===== src/design/npts_pkg.sv =====
// Package for the nearest point search block.
// Holds action, status and state codes and the fixed field widths.
// No dependencies.
package npts_pkg;

  localparam int unsigned COORD_W  = 24;
  localparam int unsigned INDEX_W  = 10;
  localparam int unsigned DIST_W   = 50;
  localparam int unsigned NUM_AXES = 3;
  localparam int unsigned POINT_W  = NUM_AXES * COORD_W;

  typedef enum logic [1:0] {
    ACT_CLEAR  = 2'd0,
    ACT_APPEND = 2'd1,
    ACT_QUERY  = 2'd2,
    ACT_UNUSED = 2'd3
  } npts_action_t;

  typedef enum logic [1:0] {
    STS_OK    = 2'd0,
    STS_FULL  = 2'd1,
    STS_EMPTY = 2'd2
  } npts_status_t;

  typedef enum logic [2:0] {
    ST_IDLE,
    ST_EXEC,
    ST_SCAN,
    ST_DRAIN,
    ST_FINISH
  } npts_state_t;

endpackage


===== src/design/npts_dist_cell.sv =====
// One cell of the distance chain: adds the squared difference on one axis.
// Depends on npts_pkg.
module npts_dist_cell
  import npts_pkg::*;
#(
  parameter int unsigned AXIS = 0,
  parameter int unsigned IW   = 10
) (
  input  logic                      clk,
  input  logic                      rst_n,
  input  logic                      in_vld,
  input  logic [IW-1:0]             in_idx,
  input  logic [POINT_W-1:0]        in_pt,
  input  logic [DIST_W-1:0]         in_sum,
  input  logic signed [COORD_W-1:0] q,
  output logic                      out_vld,
  output logic [IW-1:0]             out_idx,
  output logic [POINT_W-1:0]        out_pt,
  output logic [DIST_W-1:0]         out_sum
);

  localparam int unsigned LSB = (NUM_AXES - 1 - AXIS) * COORD_W;

  logic signed [COORD_W-1:0] a;
  logic signed [COORD_W:0]   diff;
  logic [COORD_W-1:0]        mag;
  logic [2*COORD_W-1:0]      sq;

  logic                      vld_r;
  logic [IW-1:0]             idx_r;
  logic [POINT_W-1:0]        pt_r;
  logic [DIST_W-1:0]         sum_r;

  always_comb begin
    a    = in_pt[LSB +: COORD_W];
    diff = {a[COORD_W-1], a} - {q[COORD_W-1], q};
    mag  = diff[COORD_W] ? COORD_W'(-diff) : diff[COORD_W-1:0];
    sq   = mag * mag;
  end

  always_ff @(posedge clk) begin
    if (!rst_n) begin
      vld_r <= 1'b0;
    end else begin
      vld_r <= in_vld;
    end
    idx_r <= in_idx;
    pt_r  <= in_pt;
    sum_r <= in_sum + DIST_W'(sq);
  end

  assign out_vld = vld_r;
  assign out_idx = idx_r;
  assign out_pt  = pt_r;
  assign out_sum = sum_r;

endmodule


===== config.mk =====
export PLATFORM = sky130hd
export DESIGN_NAME = npts_dist_cell
export DESIGN_NICKNAME = d
export VERILOG_FILES = /design/src/design/npts_pkg.sv /design/src/design/npts_dist_cell.sv
export SDC_FILE = /design/constraint.sdc
export NUM_CORES = 1
export LEC_CHECK = 0
export BUFFER_PORTS_ARGS = -buffer_cell sky130_fd_sc_hd__buf_2
export CAP_MARGIN = 15
export CORE_MARGIN = 2
export CORE_UTILIZATION = 60
export DETAILED_ROUTE_END_ITERATION = 8
export PLACE_DENSITY_LB_ADDON = 0.25
export SETUP_SLACK_MARGIN = 0.15
export SYNTH_ARGS = -nofsm -noshare
export SYNTH_HDL_FRONTEND = slang
export SYNTH_SLANG_ARGS = --single-unit

===== constraint.sdc =====
create_clock -name clk -period 14.2 [get_ports clk]
set_input_delay 1.42 -clock clk [delete_from_list [all_inputs] [get_ports clk]]
set_output_delay 1.42 -clock clk [all_outputs]
set_load 0.1 [all_outputs]

## Word level (Yosys, flattened, before mapping)

Index checks and enable logic that the tools add are counted.

| storage, ports and cells | value |
|---|---|
| input bits | 159 |
| output and inout bits | 133 |
| flip-flop bits (word level) | 133 |
| word-level logic and storage cells | 9 |

| operators by class | value |
|---|---|
| add/subtract/negate cells | 3 |
| mux-type cells | 1 |
| multipliers | 1 |

Operators with widths:

| operator | number |
|---|---|
| $add A50 B48 Y50 | 1 |
| $mul A24 B24 Y48 | 1 |
| $sub A24 B24 Y25 | 1 |
| $mux W24 | 1 |
| $neg A24 Y24 | 1 |

## Longest topological paths before layout

Gate-level depths: netlist (run 1).

| depth | value |
|---|---|
| depth in word-level cells | 5 |
| depth in mapped cells | 42 |
| gate-level depth less buffers | 40 |

## Least setup slack after synthesis (run 1)

OpenSTA, ideal clock, no wires.

| timing path | value |
|---|---|
| kind | input-to-reg |
| start point | input port in_pt[48] |
| end point | register sum_r[48] (netlist: out_sum[48]) |
| arrival time | 10854 ps |
| library setup time | 120 ps |
| cell stages on the path | 40 |
| slack | 3226 ps |
| required time | 14080 ps |
| buffers on the path | 3 |
| cells stage by stage | inv_1 -> ha_1 -> fa_1 -> nand2b_1 -> a21boi_2 -> o2111a_1 -> o2111ai_1 -> a31oi_1 -> o21ai_2 -> a41oi_1 -> buf_2 -> nor2_1 -> xor2_1 -> clkbuf_1 -> nand2_1 -> fa_1 -> inv_1 -> fa_1 -> [4 not listed] -> fa_1 -> inv_1 -> fa_1 -> inv_1 -> fa_1 -> ha_1 -> clkbuf_1 -> a21o_1 -> a21o_1 -> a2111oi_0 -> o31ai_1 -> nor2_1 -> o21ai_0 -> a31oi_1 -> o21ai_0 -> a311oi_1 -> o21ai_0 -> xnor2_1 |

| on the way | value |
|---|---|
| longest elaborated chain between the ends | 5 |

RTL lines:

| item | RTL line | RTL |
|---|---|---|
| start, declared | npts_dist_cell.sv:13 | `input logic [POINT_W-1:0] in_pt,` |
| $sub A24 B24 Y25 * | npts_dist_cell.sv:36 | `diff = {a[COORD_W-1], a} - {q[COORD_W-1], q};` |
| $neg A24 Y24 | npts_dist_cell.sv:37 | `mag = diff[COORD_W] ? COORD_W'(-diff) : diff[COORD_W-1:0];` |
| $mux W24 * | npts_dist_cell.sv:37 |  |
| $mul A24 B24 Y48 * | npts_dist_cell.sv:38 | `sq = mag * mag;` |
| $add A50 B48 Y50 * | npts_dist_cell.sv:49 | `sum_r <= in_sum + DIST_W'(sq);` |
| end signal, assigned | npts_dist_cell.sv:49 |  |
| end, declared | npts_dist_cell.sv:32 | `logic [DIST_W-1:0] sum_r;` |

Mark *: on every way between the ends. The rest lies on a longest branch, timed or not.
A chain may end at the register's enable or synchronous reset.

## Final worst setup path (run 1)

Ends and elaborated chain as after synthesis.

==> impl_metrics.env, run 1 <==
export IMPL_seqCellArea_sq_mm=0.00266
export IMPL_period_share_pct=85.7
export IMPL_synth_edf_count=0
export IMPL_num_vias=16400
export IMPL_postSynthCellCount=2307
export IMPL_dp_hpwl_microns=46100
export IMPL_cts_post_setup_buffers_inserted=0
export IMPL_h_tree_depth=4
export IMPL_crit_required_ns=14.54
export IMPL_syn_area_sq_mm=0.0218
export IMPL_fin_area_sq_mm=0.0245
export IMPL_cts_sinks=133
export IMPL_cp_max_fo=17
export IMPL_ys_seq_area_share_pct=12.2
export IMPL_nFillCells=2804
export IMPL_rows=69
export IMPL_report_final_slew_viol_count=0
export IMPL_drtAntennaViolNets=0
export IMPL_crit_type="primary input to register"
export IMPL_grt_max_degree=34
export IMPL_wl_per_cell_microns=17.9
export IMPL_worst_path_stages=40
export IMPL_post_route_worst_setup_slack_ns=2.03
export IMPL_placedInstanceArea_sq_mm=0.0238
export IMPL_ys_flop_type="dfxtp_1"
export IMPL_crit_family="adder cells"
export IMPL_ctsLongestPathBuffers=2
export IMPL_cp_arrival_ns=12.51
export IMPL_outcome="finished, violations left"
export IMPL_fin_nets=3414
export IMPL_grt_pass1_vias=18200
export IMPL_start_util_pct=61.0
export IMPL_drive_gt1_share_pct=14.9
export IMPL_multiInputGateArea_sq_mm=0.0166
export IMPL_syn_to_final_growth_pct=12.6
export IMPL_gp_congestion=0.949
export IMPL_dieArea_sq_mm=0.0378
export IMPL_die_h_microns=194
export IMPL_crit_path_end_kind="register"
export IMPL_min_path_type="primary input to register"
export IMPL_via_per_inst=5.36
export IMPL_pre_cts_ws_ns=1.81
export IMPL_grt_use_total_pct=30.9
export IMPL_cp_start_kind="primary input"
export IMPL_post_route_drc_count=6
export IMPL_syn_area_per_cell_sq_um=9.43
export IMPL_die_x_microns=194
export IMPL_final_cell_mix="inv_1 (612), fa_1 (467), buf_2 (291)"
export IMPL_cpMostUsedCell="fa_1"
export IMPL_cts_buffers_inserted=17
export IMPL_worstHoldStart="in_pt[22]"
export IMPL_relSlewSlack_pct=27.6
export IMPL_crit_buf_inv=9
export IMPL_hold_viol=0
export IMPL_async_reset_ff_share_pct=0
export IMPL_worstHoldEndpoint="out_pt[22]"
export IMPL_holdBufCountCts=0
export IMPL_antenna_found_initial=1
export IMPL_cts_tree="done"
export IMPL_drtIter0Drc=1017
export IMPL_grt_pass1_wl_microns=91100
export IMPL_cts_resized=0
export IMPL_ys_types=74
export IMPL_clkTransAtPathRegs_ns=0.06
export IMPL_worst_slew_pin_slew_ns=1.08
export IMPL_routed_wl_microns=54900
export IMPL_violations="DRC"
export IMPL_ys_warn_count=0
export IMPL_setup_viol_count_final=0
export IMPL_cap_violations=0
export IMPL_holdPathStages=1
export IMPL_overflow=0
export IMPL_slowest_stage="xor2_1"
export IMPL_setup_tns_final_ns=0
export IMPL_layout_commonest_cell="inv_1"
export IMPL_ios=292
export IMPL_syn_nets=3133
export IMPL_fmax_ghz=0.0821
export IMPL_slowest_delay_ns=0.75
export IMPL_port_buffers=291
export IMPL_cts_root_buf="clkbuf_16"
export IMPL_firstDrtPassIters=9
export IMPL_utilization_pct=68.7
export IMPL_min_period_ns=12.17
export IMPL_design_core_area_sq_mm=0.0357
export IMPL_rsz0062_at_grt="false"
export IMPL_yosys_register_bits=133
==> sequential cells by signal (all words and copies together) (netlist names) <==
signal   cells
out_idx     10
out_pt      72
out_sum     50
out_vld      1
==> Yosys cell counts (all sizes together), types with 4 or more instances <==
library cell | n | share of area, %
ha | 200 | 12
xor2 | 36 | 1.5
a21o | 53 | 1.8
a2111oi | 4 | 0.16
or3b | 4 | 0.16
o21ai | 30 | 0.72
a21oi | 68 | 1.6
nor2b | 14 | 0.40
xnor2 | 55 | 2.3
a211oi | 8 | 0.30
and3 | 10 | 0.29
nand2b | 18 | 0.52
nor2 | 204 | 3.5
dfxtp | 133 | 12
nor3 | 11 | 0.32
or3 | 6 | 0.17
nor3b | 4 | 0.16
nand3 | 13 | 0.30
clkbuf | 46 | 0.80
o31ai | 8 | 0.30
a21boi | 5 | 0.19
o211ai | 5 | 0.17
nand4 | 9 | 0.26
buf | 17 | 0.37
and2 | 14 | 0.40
fa | 467 | 43
a41oi | 5 | 0.20
or2 | 5 | 0.14
a221oi | 4 | 0.16
nand2 | 170 | 2.9
o21bai | 8 | 0.28
a31oi | 7 | 0.20
o21a | 10 | 0.35
inv | 616 | 11
==> through the flow <==
| stage | instances | hold WS [ns] |
|---|---|---|
| 2_1_floorplan | 2307 | 1.45 |
| 4_1_cts | 3062 | 1.05 |
| 3_3_place_gp | 3029 | 1.52 |
| 3_5_place_dp | 3030 | 1.52 |
| 6_report | 3063 | 1.06 |
| 5_1_grt | 3063 | 1.05 |
==> cells by family (layout without fill, tap and decap cells) <==
group,after synthesis,after routing,share of synthesized area [%]
buffers and inverters,681,975,11.8
adders and majority gates,667,667,54.5
and+or+nand+nor,490,490,9.92
AOI/OAI and AO/OA,242,242,7.60
DFF,133,133,12.2
xor gates and xnor gates,91,91,3.77
muxes,3,3,0.150
other,0,1,0
==> final cells by class <==
class / count / share of cell area [%]
Sequential cell: 133 / 10.9
Antenna cell: 1 / 0.0102
Multi-Input combinational cell: 1493 / 67.6
Clock buffer: 18 / 1.75
Tap cell: 461 / 2.36
Inverter: 618 / 9.47
Timing Repair Buffer: 325 / 7.00
Clock inverter: 14 / 0.915
==> layer usage <==
layer	wire [microns]	track usage, %
met1	21300	38.2
met2	27100	52.9
met3	3910	5.95
met4	2620	14.2
met5	0	0
==> worst max-delay path by stage <==
stage | from | end | slack, ns
global placement | in_pt[48] | out_sum[48] | 1.34
finish | in_pt[48] | out_sum[48] | 2.03
floorplan | in_pt[48] | out_sum[48] | 3.23
detailed placement | in_pt[48] | out_sum[48] | 1.81
CTS | in_pt[48] | out_sum[48] | 2.23
global route | in_pt[48] | out_sum[48] | 1.35
Power of run 1 is not shown: default switching activity piles up to over one toggle a cycle in this logic, so the estimate is an artifact.
==> inputs of run 2 (changes only) <==
REMOVE_ABC_BUFFERS = 1   (was default)
==> impl_metrics.env, run 2 (same netlist as run 1, synthesis figures left out) <==
export IMPL_outcome="finished, violations left"
export IMPL_violations="DRC"
export IMPL_crit_type="primary input to register"
export IMPL_drtAntennaViolNets=0
export IMPL_hold_viol=0
export IMPL_multiInputGateArea_sq_mm=0.0166
export IMPL_cp_startpoint="in_pt[48]"
export IMPL_fin_nets=3415
export IMPL_dp_hpwl_microns=47600
export IMPL_report_final_slew_viol_count=0
export IMPL_largest_register_ffs=72
export IMPL_routed_wl_microns=57800
export IMPL_grt_max_degree=34
export IMPL_crit_required_ns=14.56
export IMPL_num_vias=16600
export IMPL_ctsLongestPathBuffers=2
export IMPL_setup_viol_count_final=0
export IMPL_cts_buffers_inserted=17
export IMPL_port_buffers=291
export IMPL_clkTransAtPathRegs_ns=0.07
export IMPL_dr_wl_met3_microns=4340
export IMPL_grt_use_total_pct=32.0
export IMPL_holdBufCountCts=0
export IMPL_nFillCells=2850
export IMPL_rows=69
export IMPL_cap_violations=0
export IMPL_cpMostUsedCell="fa_1"
export IMPL_syn_to_final_growth_pct=12.4
export IMPL_die_x_microns=194
export IMPL_start_util_pct=61.0
export IMPL_design_core_area_sq_mm=0.0357
export IMPL_overflow=0
export IMPL_wl_per_cell_microns=18.8
export IMPL_highest_layer="met5"
export IMPL_min_path_type="primary input to register"
export IMPL_grt_pass1_vias=18300
export IMPL_cts_tree="done"
export IMPL_seqCellArea_sq_mm=0.00266
export IMPL_setup_tns_final_ns=0
export IMPL_ios=292
export IMPL_post_route_drc_count=6
export IMPL_slowest_stage="a2111oi_0"
export IMPL_gp_congestion=0.999
export IMPL_cts_resized=0
export IMPL_wl_met1_microns=21900
export IMPL_worstHoldStart="in_pt[11]"
export IMPL_fmax_ghz=0.0821
export IMPL_min_period_ns=12.18
export IMPL_h_tree_depth=4
export IMPL_cts_root_buf="clkbuf_16"
export IMPL_slowest_delay_ns=0.78
export IMPL_drive_gt1_share_pct=15.0
export IMPL_worst_slew_pin_slew_ns=0.898
export IMPL_drtIter0Drc=1046
export IMPL_dieArea_sq_mm=0.0378
export IMPL_firstDrtPassIters=7
export IMPL_relSlewSlack_pct=40.2
export IMPL_rsz0062_at_grt="false"
export IMPL_wl_met2_microns=29000
export IMPL_antenna_found_initial=3
export IMPL_layout_commonest_cell="inv_1"
export IMPL_die_h_microns=194
export IMPL_cp_start_kind="primary input"
export IMPL_holdPathStages=1
export IMPL_cp_max_fo=14
export IMPL_cts_sinks=133
export IMPL_final_cell_mix="inv_1 (612), fa_1 (467), buf_2 (291)"
export IMPL_period_share_pct=85.8
export IMPL_crit_path_end_kind="register"
export IMPL_via_per_inst=5.43
export IMPL_cp_arrival_ns=12.54
export IMPL_crit_path_end="out_sum[48]"
export IMPL_cts_post_setup_buffers_inserted=0
export IMPL_grt_pass1_wl_microns=93800
-- run 2: cell count changes in the layout (fill, tap and decap cells not counted) --
cell | previous run | this run
clkinv_4 | 4 | 3
clkinv_8 | 0 | 2
xnor2_2 | 5 | 6
bufinv_16 | 5 | 1
a2111oi_1 | 1 | 0
clkdlybuf4s18_2 | 1 | 0
a2111oi_0 | 3 | 4
diode_2 | 1 | 2
buf_4 | 33 | 35
clkbuf_1 | 1 | 0
inv_8 | 0 | 3
clkinvlp_4 | 1 | 2
xnor2_1 | 50 | 49
-- run 2: per-layer routing --
metal / vias to the layer above / track usage [%]
li1: 7479 / -
met1: 8273 / 40.3
met2: 714 / 55.8
met3: 165 / 4.82
met4: 2 / 12.7
met5: - / 0
-- run 2: cell type report --
cell class              count  share of cell area [%]
multi-input cells        1493                    67.8
flip-flops and latches    133                    10.9
inverters                 618                    9.49
repair buffers            326                    7.03
well taps                 461                    2.36
clock buffers              17                    1.74
clock inverters            15                   0.691
diodes                      2                  0.0205
-- run 2: how the worst min path moves through the flow --
stage | endpoint | slack, ns
6_report | out_pt[11] | 1.08
5_1_grt | out_pt[11] | 1.07
4_1_cts | out_pt[11] | 1.07
3_5_place_dp | out_pt[15] | 1.52
3_3_place_gp | out_pt[18] | 1.52
2_1_floorplan | out_idx[0] | 1.45
-- run 2: through the flow --
step / setup WS, ns / util [%] / instances / cell area [sq um] / hold slack [ns]
floorplan: 2.77 / - / 2244 / 21500 / 1.45
global placement: 1.99 / 66.9 / 3031 / 23800 / 1.52
detailed placement: 1.83 / 66.9 / 3031 / 23800 / 1.52
CTS: 2.21 / 68.5 / 3063 / 24400 / 1.07
global route: 1.38 / 68.6 / 3065 / 24400 / 1.07
finish: 2.02 / 68.6 / 3065 / 24400 / 1.08
-- run 2: critical path: cells and delay by family --
kind,cells,cell delay [ns]
adder cells (fa/ha/maj),10,4.60
AO/OA/AOI/OAI,13,3.53
buffers and inverters,10,1.64
AND/OR/NAND/NOR,4,1.00
XOR/XNOR,2,0.32
Power of run 2 is left out for the same reason.
